===== config.mk =====
export PLATFORM = sky130hd
export DESIGN_NAME = pdhv_queue
export DESIGN_NICKNAME = d
export VERILOG_FILES = /design/src/sv/pdhv_pkg.sv /design/src/sv/pdhv_queue.sv
export SDC_FILE = /design/constraint.sdc
export NUM_CORES = 1
export LEC_CHECK = 0
export BUFFER_PORTS_ARGS = -buffer_cell sky130_fd_sc_hd__buf_2
export CAP_MARGIN = 20
export CORE_MARGIN = 4
export CORE_UTILIZATION = 49
export CTS_BUF_LIST = sky130_fd_sc_hd__clkbuf_16
export DETAILED_ROUTE_END_ITERATION = 10
export GPL_TIMING_DRIVEN = 0
export PLACE_DENSITY = 0.7
export SETUP_SLACK_MARGIN = 0.05
export SLEW_MARGIN = 30
export SYNTH_ARGS = -nofsm -noshare
export SYNTH_HDL_FRONTEND = slang
export SYNTH_SLANG_ARGS = --single-unit

===== constraint.sdc =====
create_clock -name aclk -period 2.29 [get_ports aclk]
set_input_delay 0.1145 -clock aclk [delete_from_list [all_inputs] [get_ports aclk]]
set_output_delay 0.1145 -clock aclk [all_outputs]
set_load 0.1 [all_outputs]

===== src/sv/pdhv_pkg.sv =====
package pdhv_pkg;

    // Default fixed-point formats of the filter datapath.
    localparam int COEF_FRAC_BITS_DEF = 16;
    localparam int HIST_FRAC_BITS_DEF = 8;

    // Fixed field and register widths.
    localparam int SAMPLE_W   = 16;
    localparam int CENTER_W   = 12;
    localparam int COEF_W     = 20;
    localparam int GAIN_W     = 9;
    localparam int YHIST_W    = 24;
    localparam int DAC_W      = 12;
    localparam int CFG_ADDR_W = 3;
    localparam int CFG_DATA_W = 20;

    // Decoupling queue between the decoder and the filter.
    localparam int QUEUE_DEPTH = 4;
    localparam int QPTR_W      = $clog2(QUEUE_DEPTH);

    // Configuration register indexes.
    typedef enum logic [CFG_ADDR_W-1:0] {
        CFG_SAMPLE_WIDTH  = 3'd0,
        CFG_STEREO        = 3'd1,
        CFG_FILTER_ENABLE = 3'd2,
        CFG_COEF_B0       = 3'd3,
        CFG_COEF_B1       = 3'd4,
        CFG_COEF_A1       = 3'd5,
        CFG_COEF_A2       = 3'd6,
        CFG_VOLUME_GAIN   = 3'd7
    } cfg_idx_t;

    // Configuration register file contents.
    typedef struct packed {
        logic                     sample_width;
        logic                     stereo;
        logic                     filter_enable;
        logic signed [COEF_W-1:0] coef_b0;
        logic signed [COEF_W-1:0] coef_b1;
        logic signed [COEF_W-1:0] coef_a1;
        logic signed [COEF_W-1:0] coef_a2;
        logic [GAIN_W-1:0]        volume_gain;
    } cfg_t;

    // One decoded frame waiting for the filter.
    typedef struct packed {
        logic signed [CENTER_W-1:0] x;
        logic                       start;
    } qent_t;

endpackage


===== src/sv/pdhv_queue.sv =====
module pdhv_queue (
    input  logic             aclk,
    input  logic             aresetn,
    input  logic             push,
    input  pdhv_pkg::qent_t  push_data,
    output logic             full,
    input  logic             pop,
    output logic             head_valid,
    output pdhv_pkg::qent_t  head_data
);
    import pdhv_pkg::*;

    qent_t             mem_reg [QUEUE_DEPTH];
    logic [QPTR_W-1:0] wr_ptr_reg;
    logic [QPTR_W-1:0] rd_ptr_reg;
    logic [QPTR_W:0]   count_reg;
    logic [QPTR_W:0]   count_next;

    assign full       = (count_reg == (QPTR_W+1)'(QUEUE_DEPTH));
    assign head_valid = (count_reg != '0);
    assign head_data  = mem_reg[rd_ptr_reg];

    always_comb begin
        count_next = count_reg;
        if (push && !pop) begin
            count_next = count_reg + 1'b1;
        end else if (pop && !push) begin
            count_next = count_reg - 1'b1;
        end
    end

    // Storage has no reset; the count marks which entries hold data.
    always_ff @(posedge aclk) begin
        if (push) begin
            mem_reg[wr_ptr_reg] <= push_data;
        end
    end

    always_ff @(posedge aclk) begin
        if (!aresetn) begin
            wr_ptr_reg <= '0;
            rd_ptr_reg <= '0;
            count_reg  <= '0;
        end else begin
            if (push) begin
                wr_ptr_reg <= wr_ptr_reg + 1'b1;
            end
            if (pop) begin
                rd_ptr_reg <= rd_ptr_reg + 1'b1;
            end
            count_reg <= count_next;
        end
    end

endmodule


==> reports/results.ini <==
[status]
status=completed

[power]
peakVddDrop_uv=712
power_mw=3.01
cellPowerDensity_mw_per_mm2=1070
power.leakage_nw=1.04

[final_layout]
area_growth_pct=20.8
final_net_count=175
drive_gt1_share_pct=36.9
layout_commonest_cell=edfxtp_1
final.fill_count=314
antenna_cells=0
largest_reg_flops=52
design_area_mm2=0.00281
final_cell_mix=edfxtp_1 (52), buf_2 (32), mux4_2 (10)

[routing]
num_vias=1109
firstDrtPassIters=4
vias_per_cell=5.31
drt-initial-drc-count=36
routed_wl_um=3660
ant_nets=0
route.detailed.drc=0
wl_per_cell_um=17.5

[floorplan]
rows=24
core_mm2=0.00447
die_w_um=76.9
io_pins=32
die_y_um=76.9
die_area_mm2=0.00592
start_util_pct=52.0

[cts]
cts_hold_buf=0
postCtsSetupRepairBufs=0
htreeDepth=3
cts_made_buffers=9
clk_pin_slew_ns=0.05
cts_tree=done
cts_sinks=61
post_cts_resized=0
clock_latency_ns=0.31
clockRootBuffer=clkbuf_16
clockBufferDepth=2

[setup_path]
path_buf_inv=2
path_cells=buf_6, mux4_2, buf_2
cpLargestDelayFamily=buffers and inverters
start_kind=flip-flop
cp_num_cells=3
critPathArrivalTime_ns=1.82
rr_worst_depth=3
slowest_delay_ns=0.53
required_ns=2.18
worstPathMaxFanout=10
path_class=reg -> out
end_kind=output pin
worst_path_max_delay_cell=mux4_2

[timing]
max_freq_ghz=0.516
setup-tns-final_ns=0
worst_slack_ns=0.353
setup_viol=0
finalCriticalPeriod_ns=1.94
skew_ns=0.00355
final_max_slew_viol_count=0
hold_viol=0
rsz0062_at_grt=false
final_min_period_over_clock_period_pct=84.6
worst_pin_slew_ns=0.716
slew-limit-headroom_pct=52.2

[worst_hold_path]
min_path_type=in -> reg
hold_depth=1

[yosys]
syn_inst=110
ys_top_cells_by_area=edfxtp_1 (67%), mux4_2 (9.7%), dfxtp_1 (7.7%)
yosys-mux-area-fraction_pct=13.9
avgSynthCellArea_um2=21.2
synthXorXnorAreaFrac_pct=1.88
synth-simple-area-share_pct=3.98
syn_nets=133
synth_compound_gate_area_share_pct=0.537
synth_top_area_cell=edfxtp_1
yosysWarnings=0
synthAdderAreaFrac_pct=3.55
synth_top_area_share_pct=67.1
yosysSeqAreaShare_pct=74.8
synth_top_family_by_area=multiplexers
synthesis.area_mm2=0.00233
synth_cell_types=19
synth_seq_cells=61

[placement]
placed_area_mm2=0.00255
place_congestion=0.651
preCtsSetupSlack_ns=0.675
post-dp-hpwl_um=2480
io_buffer_count=31

[grt]
grt_pass1_wl_um=5930
first_global_vias=1206
antenna_found_initial=0
gr-total-overflow=0
track_usage_pct=13.9
grt_max_degree=14

[job]
drv_cap=0

area by class of cell:
cell class	count	area, µm²	share of cell area (%)
clock buffers	9	225	8.00
clock inverters	7	35.0	1.24
plain buffers	2	16.3	0.578
well taps	52	65.1	2.31
repair buffers	31	155	5.51
flip-flops and latches	61	1740	61.9
multi-input cells	43	561	19.9
inverters	4	15.0	0.534
through the flow:
stage	cells	hold slack, ns	util [%]
final	209	0.00800	62.9
after global placement	193	0.324	57.1
after CTS	209	0.00181	62.9
after detailed placement	193	0.332	57.1
after global routing	209	0.00135	62.9
after floorplan	110	0.213	-
synth_stat cells:
cell type,number
mux4_2,10
a21boi_0,1
xor2_1,3
inv_1,4
nand2_1,1
buf_6,1
nor2b_1,2
and2_1,9
xnor2_1,2
buf_2,1
edfxtp_1,52
mux2i_1,2
fa_1,1
nor3b_1,1
mux4_1,3
dfxtp_1,9
o21ai_0,1
ha_1,5
or3_1,2
power breakdown:
group          internal (mW)  switching, mW  total [mW]
clock                  0.713          0.430        1.14
sequential              1.27         0.0313        1.31
combinational          0.131          0.431       0.562
total                   2.12          0.892        3.01
metal layers:
layer	part of all wire (%)	wire [µm]	track usage, %
met1	40	1470	15.8
met4	2.9	105	9.24
met5	0	0	0
met3	6.0	218	5.50
met2	51	1870	21.7
cell families after synthesis:
kind of cell    Yosys count
flops                    61
compound gates            2
xor+xnor                  5
mux                      15
buf+inv                   6
fa+ha+maj                 6
simple gates             15
worst paths after layout:
path,endpoint,slack [ns],start
worst max-delay path,head_data[5],0.35,flip-flop
worst min-delay path,mem_reg[2][9],0.008,push_data[9]
worst max register to register,mem_reg[0][6],0.74,wr_ptr_reg[0]
worst min register to register,count_reg[2],0.51,count_reg[2]
Power figures use the tool's default switching activity.
