--- src/sv/pdhv_pkg.sv ---
package pdhv_pkg;

    // Default fixed-point formats of the filter datapath.
    localparam int COEF_FRAC_BITS_DEF = 16;
    localparam int HIST_FRAC_BITS_DEF = 8;

    // Fixed field and register widths.
    localparam int SAMPLE_W   = 16;
    localparam int CENTER_W   = 12;
    localparam int COEF_W     = 20;
    localparam int GAIN_W     = 9;
    localparam int YHIST_W    = 24;
    localparam int DAC_W      = 12;
    localparam int CFG_ADDR_W = 3;
    localparam int CFG_DATA_W = 20;

    // Decoupling queue between the decoder and the filter.
    localparam int QUEUE_DEPTH = 4;
    localparam int QPTR_W      = $clog2(QUEUE_DEPTH);

    // Configuration register indexes.
    typedef enum logic [CFG_ADDR_W-1:0] {
        CFG_SAMPLE_WIDTH  = 3'd0,
        CFG_STEREO        = 3'd1,
        CFG_FILTER_ENABLE = 3'd2,
        CFG_COEF_B0       = 3'd3,
        CFG_COEF_B1       = 3'd4,
        CFG_COEF_A1       = 3'd5,
        CFG_COEF_A2       = 3'd6,
        CFG_VOLUME_GAIN   = 3'd7
    } cfg_idx_t;

    // Configuration register file contents.
    typedef struct packed {
        logic                     sample_width;
        logic                     stereo;
        logic                     filter_enable;
        logic signed [COEF_W-1:0] coef_b0;
        logic signed [COEF_W-1:0] coef_b1;
        logic signed [COEF_W-1:0] coef_a1;
        logic signed [COEF_W-1:0] coef_a2;
        logic [GAIN_W-1:0]        volume_gain;
    } cfg_t;

    // One decoded frame waiting for the filter.
    typedef struct packed {
        logic signed [CENTER_W-1:0] x;
        logic                       start;
    } qent_t;

endpackage

--- src/sv/pdhv_front.sv ---
module pdhv_front (
    input  pdhv_pkg::cfg_t   cfg,
    input  logic             s_tvalid,
    output logic             s_tready,
    input  logic [31:0]      s_tdata,   // [15:0] left_sample, [31:16] right_sample
    input  logic             s_tuser,   // stream_start
    input  logic             q_full,
    output logic             q_push,
    output pdhv_pkg::qent_t  q_data
);
    import pdhv_pkg::*;

    logic [7:0]                 left8;
    logic [7:0]                 right8;
    logic [8:0]                 sum8;
    logic [7:0]                 s8;
    logic signed [SAMPLE_W-1:0] left16;
    logic signed [SAMPLE_W-1:0] right16;
    logic [SAMPLE_W:0]          sum16;
    logic [SAMPLE_W-1:0]        s16;
    logic signed [CENTER_W-1:0] x8;
    logic signed [CENTER_W-1:0] x16;

    // Take a transaction whenever the queue has room.
    assign s_tready = !q_full;
    assign q_push   = s_tvalid && !q_full;

    // 8-bit unsigned samples: average in stereo, then scale by 16 and recenter.
    assign left8  = s_tdata[7:0];
    assign right8 = s_tdata[23:16];
    assign sum8   = {1'b0, left8} + {1'b0, right8};
    assign s8     = cfg.stereo ? sum8[8:1] : left8;
    assign x8     = {~s8[7], s8[6:0], 4'b0000};

    // 16-bit signed samples: floor average in stereo, then floor divide by 16.
    assign left16  = s_tdata[15:0];
    assign right16 = s_tdata[31:16];
    assign sum16   = {left16[SAMPLE_W-1], left16} + {right16[SAMPLE_W-1], right16};
    assign s16     = cfg.stereo ? sum16[SAMPLE_W:1] : left16;
    assign x16     = s16[SAMPLE_W-1:4];

    always_comb begin
        q_data.x     = cfg.sample_width ? x16 : x8;
        q_data.start = s_tuser;
    end

endmodule

--- config.mk ---
export PLATFORM = sky130hd
export DESIGN_NAME = pdhv_front
export DESIGN_NICKNAME = d
export VERILOG_FILES = /design/src/sv/pdhv_pkg.sv /design/src/sv/pdhv_front.sv
export SDC_FILE = /design/constraint.sdc
export NUM_CORES = 1
export LEC_CHECK = 0
export BUFFER_PORTS_ARGS = -buffer_cell sky130_fd_sc_hd__buf_2
export CAP_MARGIN = 20
export CORE_MARGIN = 2
export CORE_UTILIZATION = 30
export DETAILED_ROUTE_END_ITERATION = 16
export GPL_TIMING_DRIVEN = 0
export PLACE_DENSITY_LB_ADDON = 0.05
export SYNTH_ARGS = -nofsm -noshare
export SYNTH_HDL_FRONTEND = slang
export SYNTH_SLANG_ARGS = --single-unit
--- constraint.sdc ---
create_clock -name vclk -period 2.6
set_input_delay 0.26 -clock vclk [all_inputs]
set_output_delay 0.26 -clock vclk [all_outputs]
set_load 0.03 [all_outputs]
==> flow_summary.json <==
{
  "worst_ep_arrival_time_ps": 2450,
  "initial_utilization_pct": 31.75,
  "power.share.combinational_pct": 100.0,
  "max_cap_violations": 0,
  "first_pass_iters": 4,
  "yosysUniqueCellTypes": 48,
  "sequentialPowerShare_pct": 0,
  "num_vias": 1501,
  "fin_tns_setup_ps": -196.2,
  "final_cell_count_no_fill": 267,
  "largest_area_contributor_in_the_synthesized_netlist": "sky130_fd_sc_hd__ha_1",
  "postSynthNetCount": 306,
  "avgSynthCellArea_um2": 7.239,
  "fp.coreArea_um2": 3716,
  "finish.net_count": 364,
  "power.total_mw": 0.4402,
  "die_h_um": 66.72,
  "synth_area_leaders": "sky130_fd_sc_hd__ha_1, sky130_fd_sc_hd__a21oi_1, sky130_fd_sc_hd__mux2i_1",
  "synth_simple_gate_area_share_pct": 28.10,
  "remaining_drc_errors": 0,
  "global_route_wire_length_before_repair_um": 6230,
  "critPathMostFrequentCell": "sky130_fd_sc_hd__buf_6",
  "p_clk_share_pct": 0,
  "p_leak_nw": 0.7334,
  "timing.hold.ws_ps": 771.3,
  "critical-path-slowest-cell": "sky130_fd_sc_hd__mux4_2",
  "synth_xor_xnor_area_share_pct": 4.454,
  "worst_slack_ps": -113.2,
  "pwr_density_cell_nw_per_um2": 263.5,
  "detailedRoute.firstIterationViolations": 62,
  "die-width_um": 66.72,
  "first_global_vias": 1345,
  "routedWlPerCell_um": 15.14,
  "worst_path_dominant_cell_family": "compound AO/OA/AOI/OAI gates",
  "layout-drive-gt1-share_pct": 37.90,
  "grtUsageTotal_pct": 17.63,
  "min-delay-path-class": "input port to primary output",
  "peakVddDrop_mv": 0.1185,
  "status": "finished with violations",
  "switching_share_pct": 57.39,
  "num_io_pins": 142,
  "failing_checks": "setup timing",
  "synth.area.mux_share_pct": 9.968,
  "crit_path_start_kind": "input port",
  "synth_largest_type_area_fraction_pct": 15.91,
  "maxSlewViolCount": 0,
  "clock_buffers": 0,
  "yosys_warnings": 0,
  "placement.io_buffers": 51,
  "yosys.area_share.adder_pct": 17.60,
  "grt_max_degree": 11,
  "synth.most_common_cell": "sky130_fd_sc_hd__ha_1",
  "worst_setup_path_end_kind": "primary output",
  "hold_violations": 0,
  "synthCells": 163,
  "fin_crit_sh_pct": 104.4,
  "p_sw_mw": 0.2527,
  "dpl.hpwl_um": 3240,
  "cpPeakStageDelay_ps": 480,
  "n_antenna_cell": 0,
  "routed_via_density": 5.622,
  "postRouteWirelength_um": 4042,
  "internal-power_mw": 0.1876,
  "rsz_0062_raised_after_global_routing": "true",
  "syn-cell-area_um2": 1180,
  "design.seq.count": 0,
  "layout.filler_cells": 385,
  "dpl_cell_area_um2": 1505,
  "gp_routability_congestion": 0.9406,
  "layout.cell_area.non_filler_um2": 1670,
  "final_util_pct": 44.95,
  "synth_top_family_by_area": "compound AO/OA/AOI/OAI gates",
  "global_route.overflow_total": 0,
  "post-place-ws_ps": -294.9,
  "grt_antenna_before_repair": 0,
  "achievable-frequency_mhz": 368.6,
  "finalSetupViolations": 4,
  "cp_data_required_time_ps": 2340,
  "final-seq-area_um2": 0,
  "area.growth.synth_to_final_pct": 41.57,
  "synthTopCellsByCount": "sky130_fd_sc_hd__ha_1, sky130_fd_sc_hd__a21oi_1, sky130_fd_sc_hd__nand2_1, sky130_fd_sc_hd__nand3_1, sky130_fd_sc_hd__o21ai_0",
  "critical_path_peak_fanout": 4,
  "timing.critical_path.cells": "buf_6 -> and2_4 -> fa_2 -> a21o_1 -> a221o_1 -> a311oi_2 -> xnor2_1 -> mux4_2 -> buf_6",
  "final.min_clock_period_ps": 2713,
  "criticalPathCategory": "input port to primary output",
  "synth-seq-area-share_pct": 0,
  "critical_path_buf_inv_count": 2,
  "timing.max_slew.rel_slack_pct": 61.15,
  "synth_compound_area_share_pct": 35.31,
  "antenna_left": 0,
  "floorplan.die_area_um2": 4451,
  "number_of_placed_instances_taps_included": 262,
  "rows": 22,
  "worst-slew-pin-transition_ps": 578.9
}
## timing repair
item,4_1_cts,5_1_grt
setup buffers,3,4
pin swaps,6,11
endpoints found under the setup margin,6,6
hold endpoints to repair,0,0
hold buffers,0,0
resized for setup,13,18
## cell usage in the layout, fill, tap and decap left out, types with 3 or more instances in the layout
cell type / count
sky130_fd_sc_hd__nand3b_1: 3
sky130_fd_sc_hd__nand3_1: 8
sky130_fd_sc_hd__ha_1: 12
sky130_fd_sc_hd__xnor2_1: 3
sky130_fd_sc_hd__nand2b_1: 4
sky130_fd_sc_hd__nor2_1: 6
sky130_fd_sc_hd__o21a_1: 3
sky130_fd_sc_hd__inv_1: 5
sky130_fd_sc_hd__nand2_1: 9
sky130_fd_sc_hd__mux2i_1: 5
sky130_fd_sc_hd__ha_2: 3
sky130_fd_sc_hd__clkbuf_1: 4
sky130_fd_sc_hd__nor2b_1: 4
sky130_fd_sc_hd__nand4_1: 5
sky130_fd_sc_hd__and2_1: 3
sky130_fd_sc_hd__o21ai_0: 6
sky130_fd_sc_hd__a21oi_2: 5
sky130_fd_sc_hd__o31a_1: 3
sky130_fd_sc_hd__buf_6: 4
sky130_fd_sc_hd__nor3_1: 3
sky130_fd_sc_hd__or3_1: 5
sky130_fd_sc_hd__buf_4: 10
sky130_fd_sc_hd__buf_2: 44
sky130_fd_sc_hd__a21oi_1: 8
sky130_fd_sc_hd__a21o_1: 5
sky130_fd_sc_hd__a211oi_1: 3
## worst paths after layout
check,startpoint,endpoint,slack (ps),depth (start not counted)
worst max-delay path,s_tdata[16],q_data[6],-110,9
worst min-delay path,s_tuser,q_data[0],770,2
## cell families (layout without fill, tap and decap cells)
kind of cell	Yosys count	count (layout)
fa+ha+maj	16	16
xor+xnor	6	6
buf+inv	13	69
simple gates	60	60
compound gates	59	59
mux	9	9
## power by group through the flow
stage	Combinational (mW)	Clock, mW	Sequential [mW]
after floorplan	0.274	0	0
after global placement	0.384	0	0
after detailed placement	0.386	0	0
after CTS	0.411	0	0
after global routing	0.478	0	0
final	0.440	0	0
## metal layers
metal / global-route usage [%] / up-vias / part of all wire [%]
li1: - / 761 / -
met3: 0 / 0 / 5.4
met2: 30.50 / 50 / 45
met1: 26.09 / 690 / 50
met4: 0 / 0 / 0
met5: 0 / - / 0
## layout make-up
class                      instances  area (µm²)  area share, %
tap                               48       60.06          3.596
buffer                             7       30.03          1.798
multi-input combinational        150        1229          73.56
inverter                           5       18.77          1.124
timing repair buffer              57       332.8          19.93
Power figures use the tool's default switching activity.
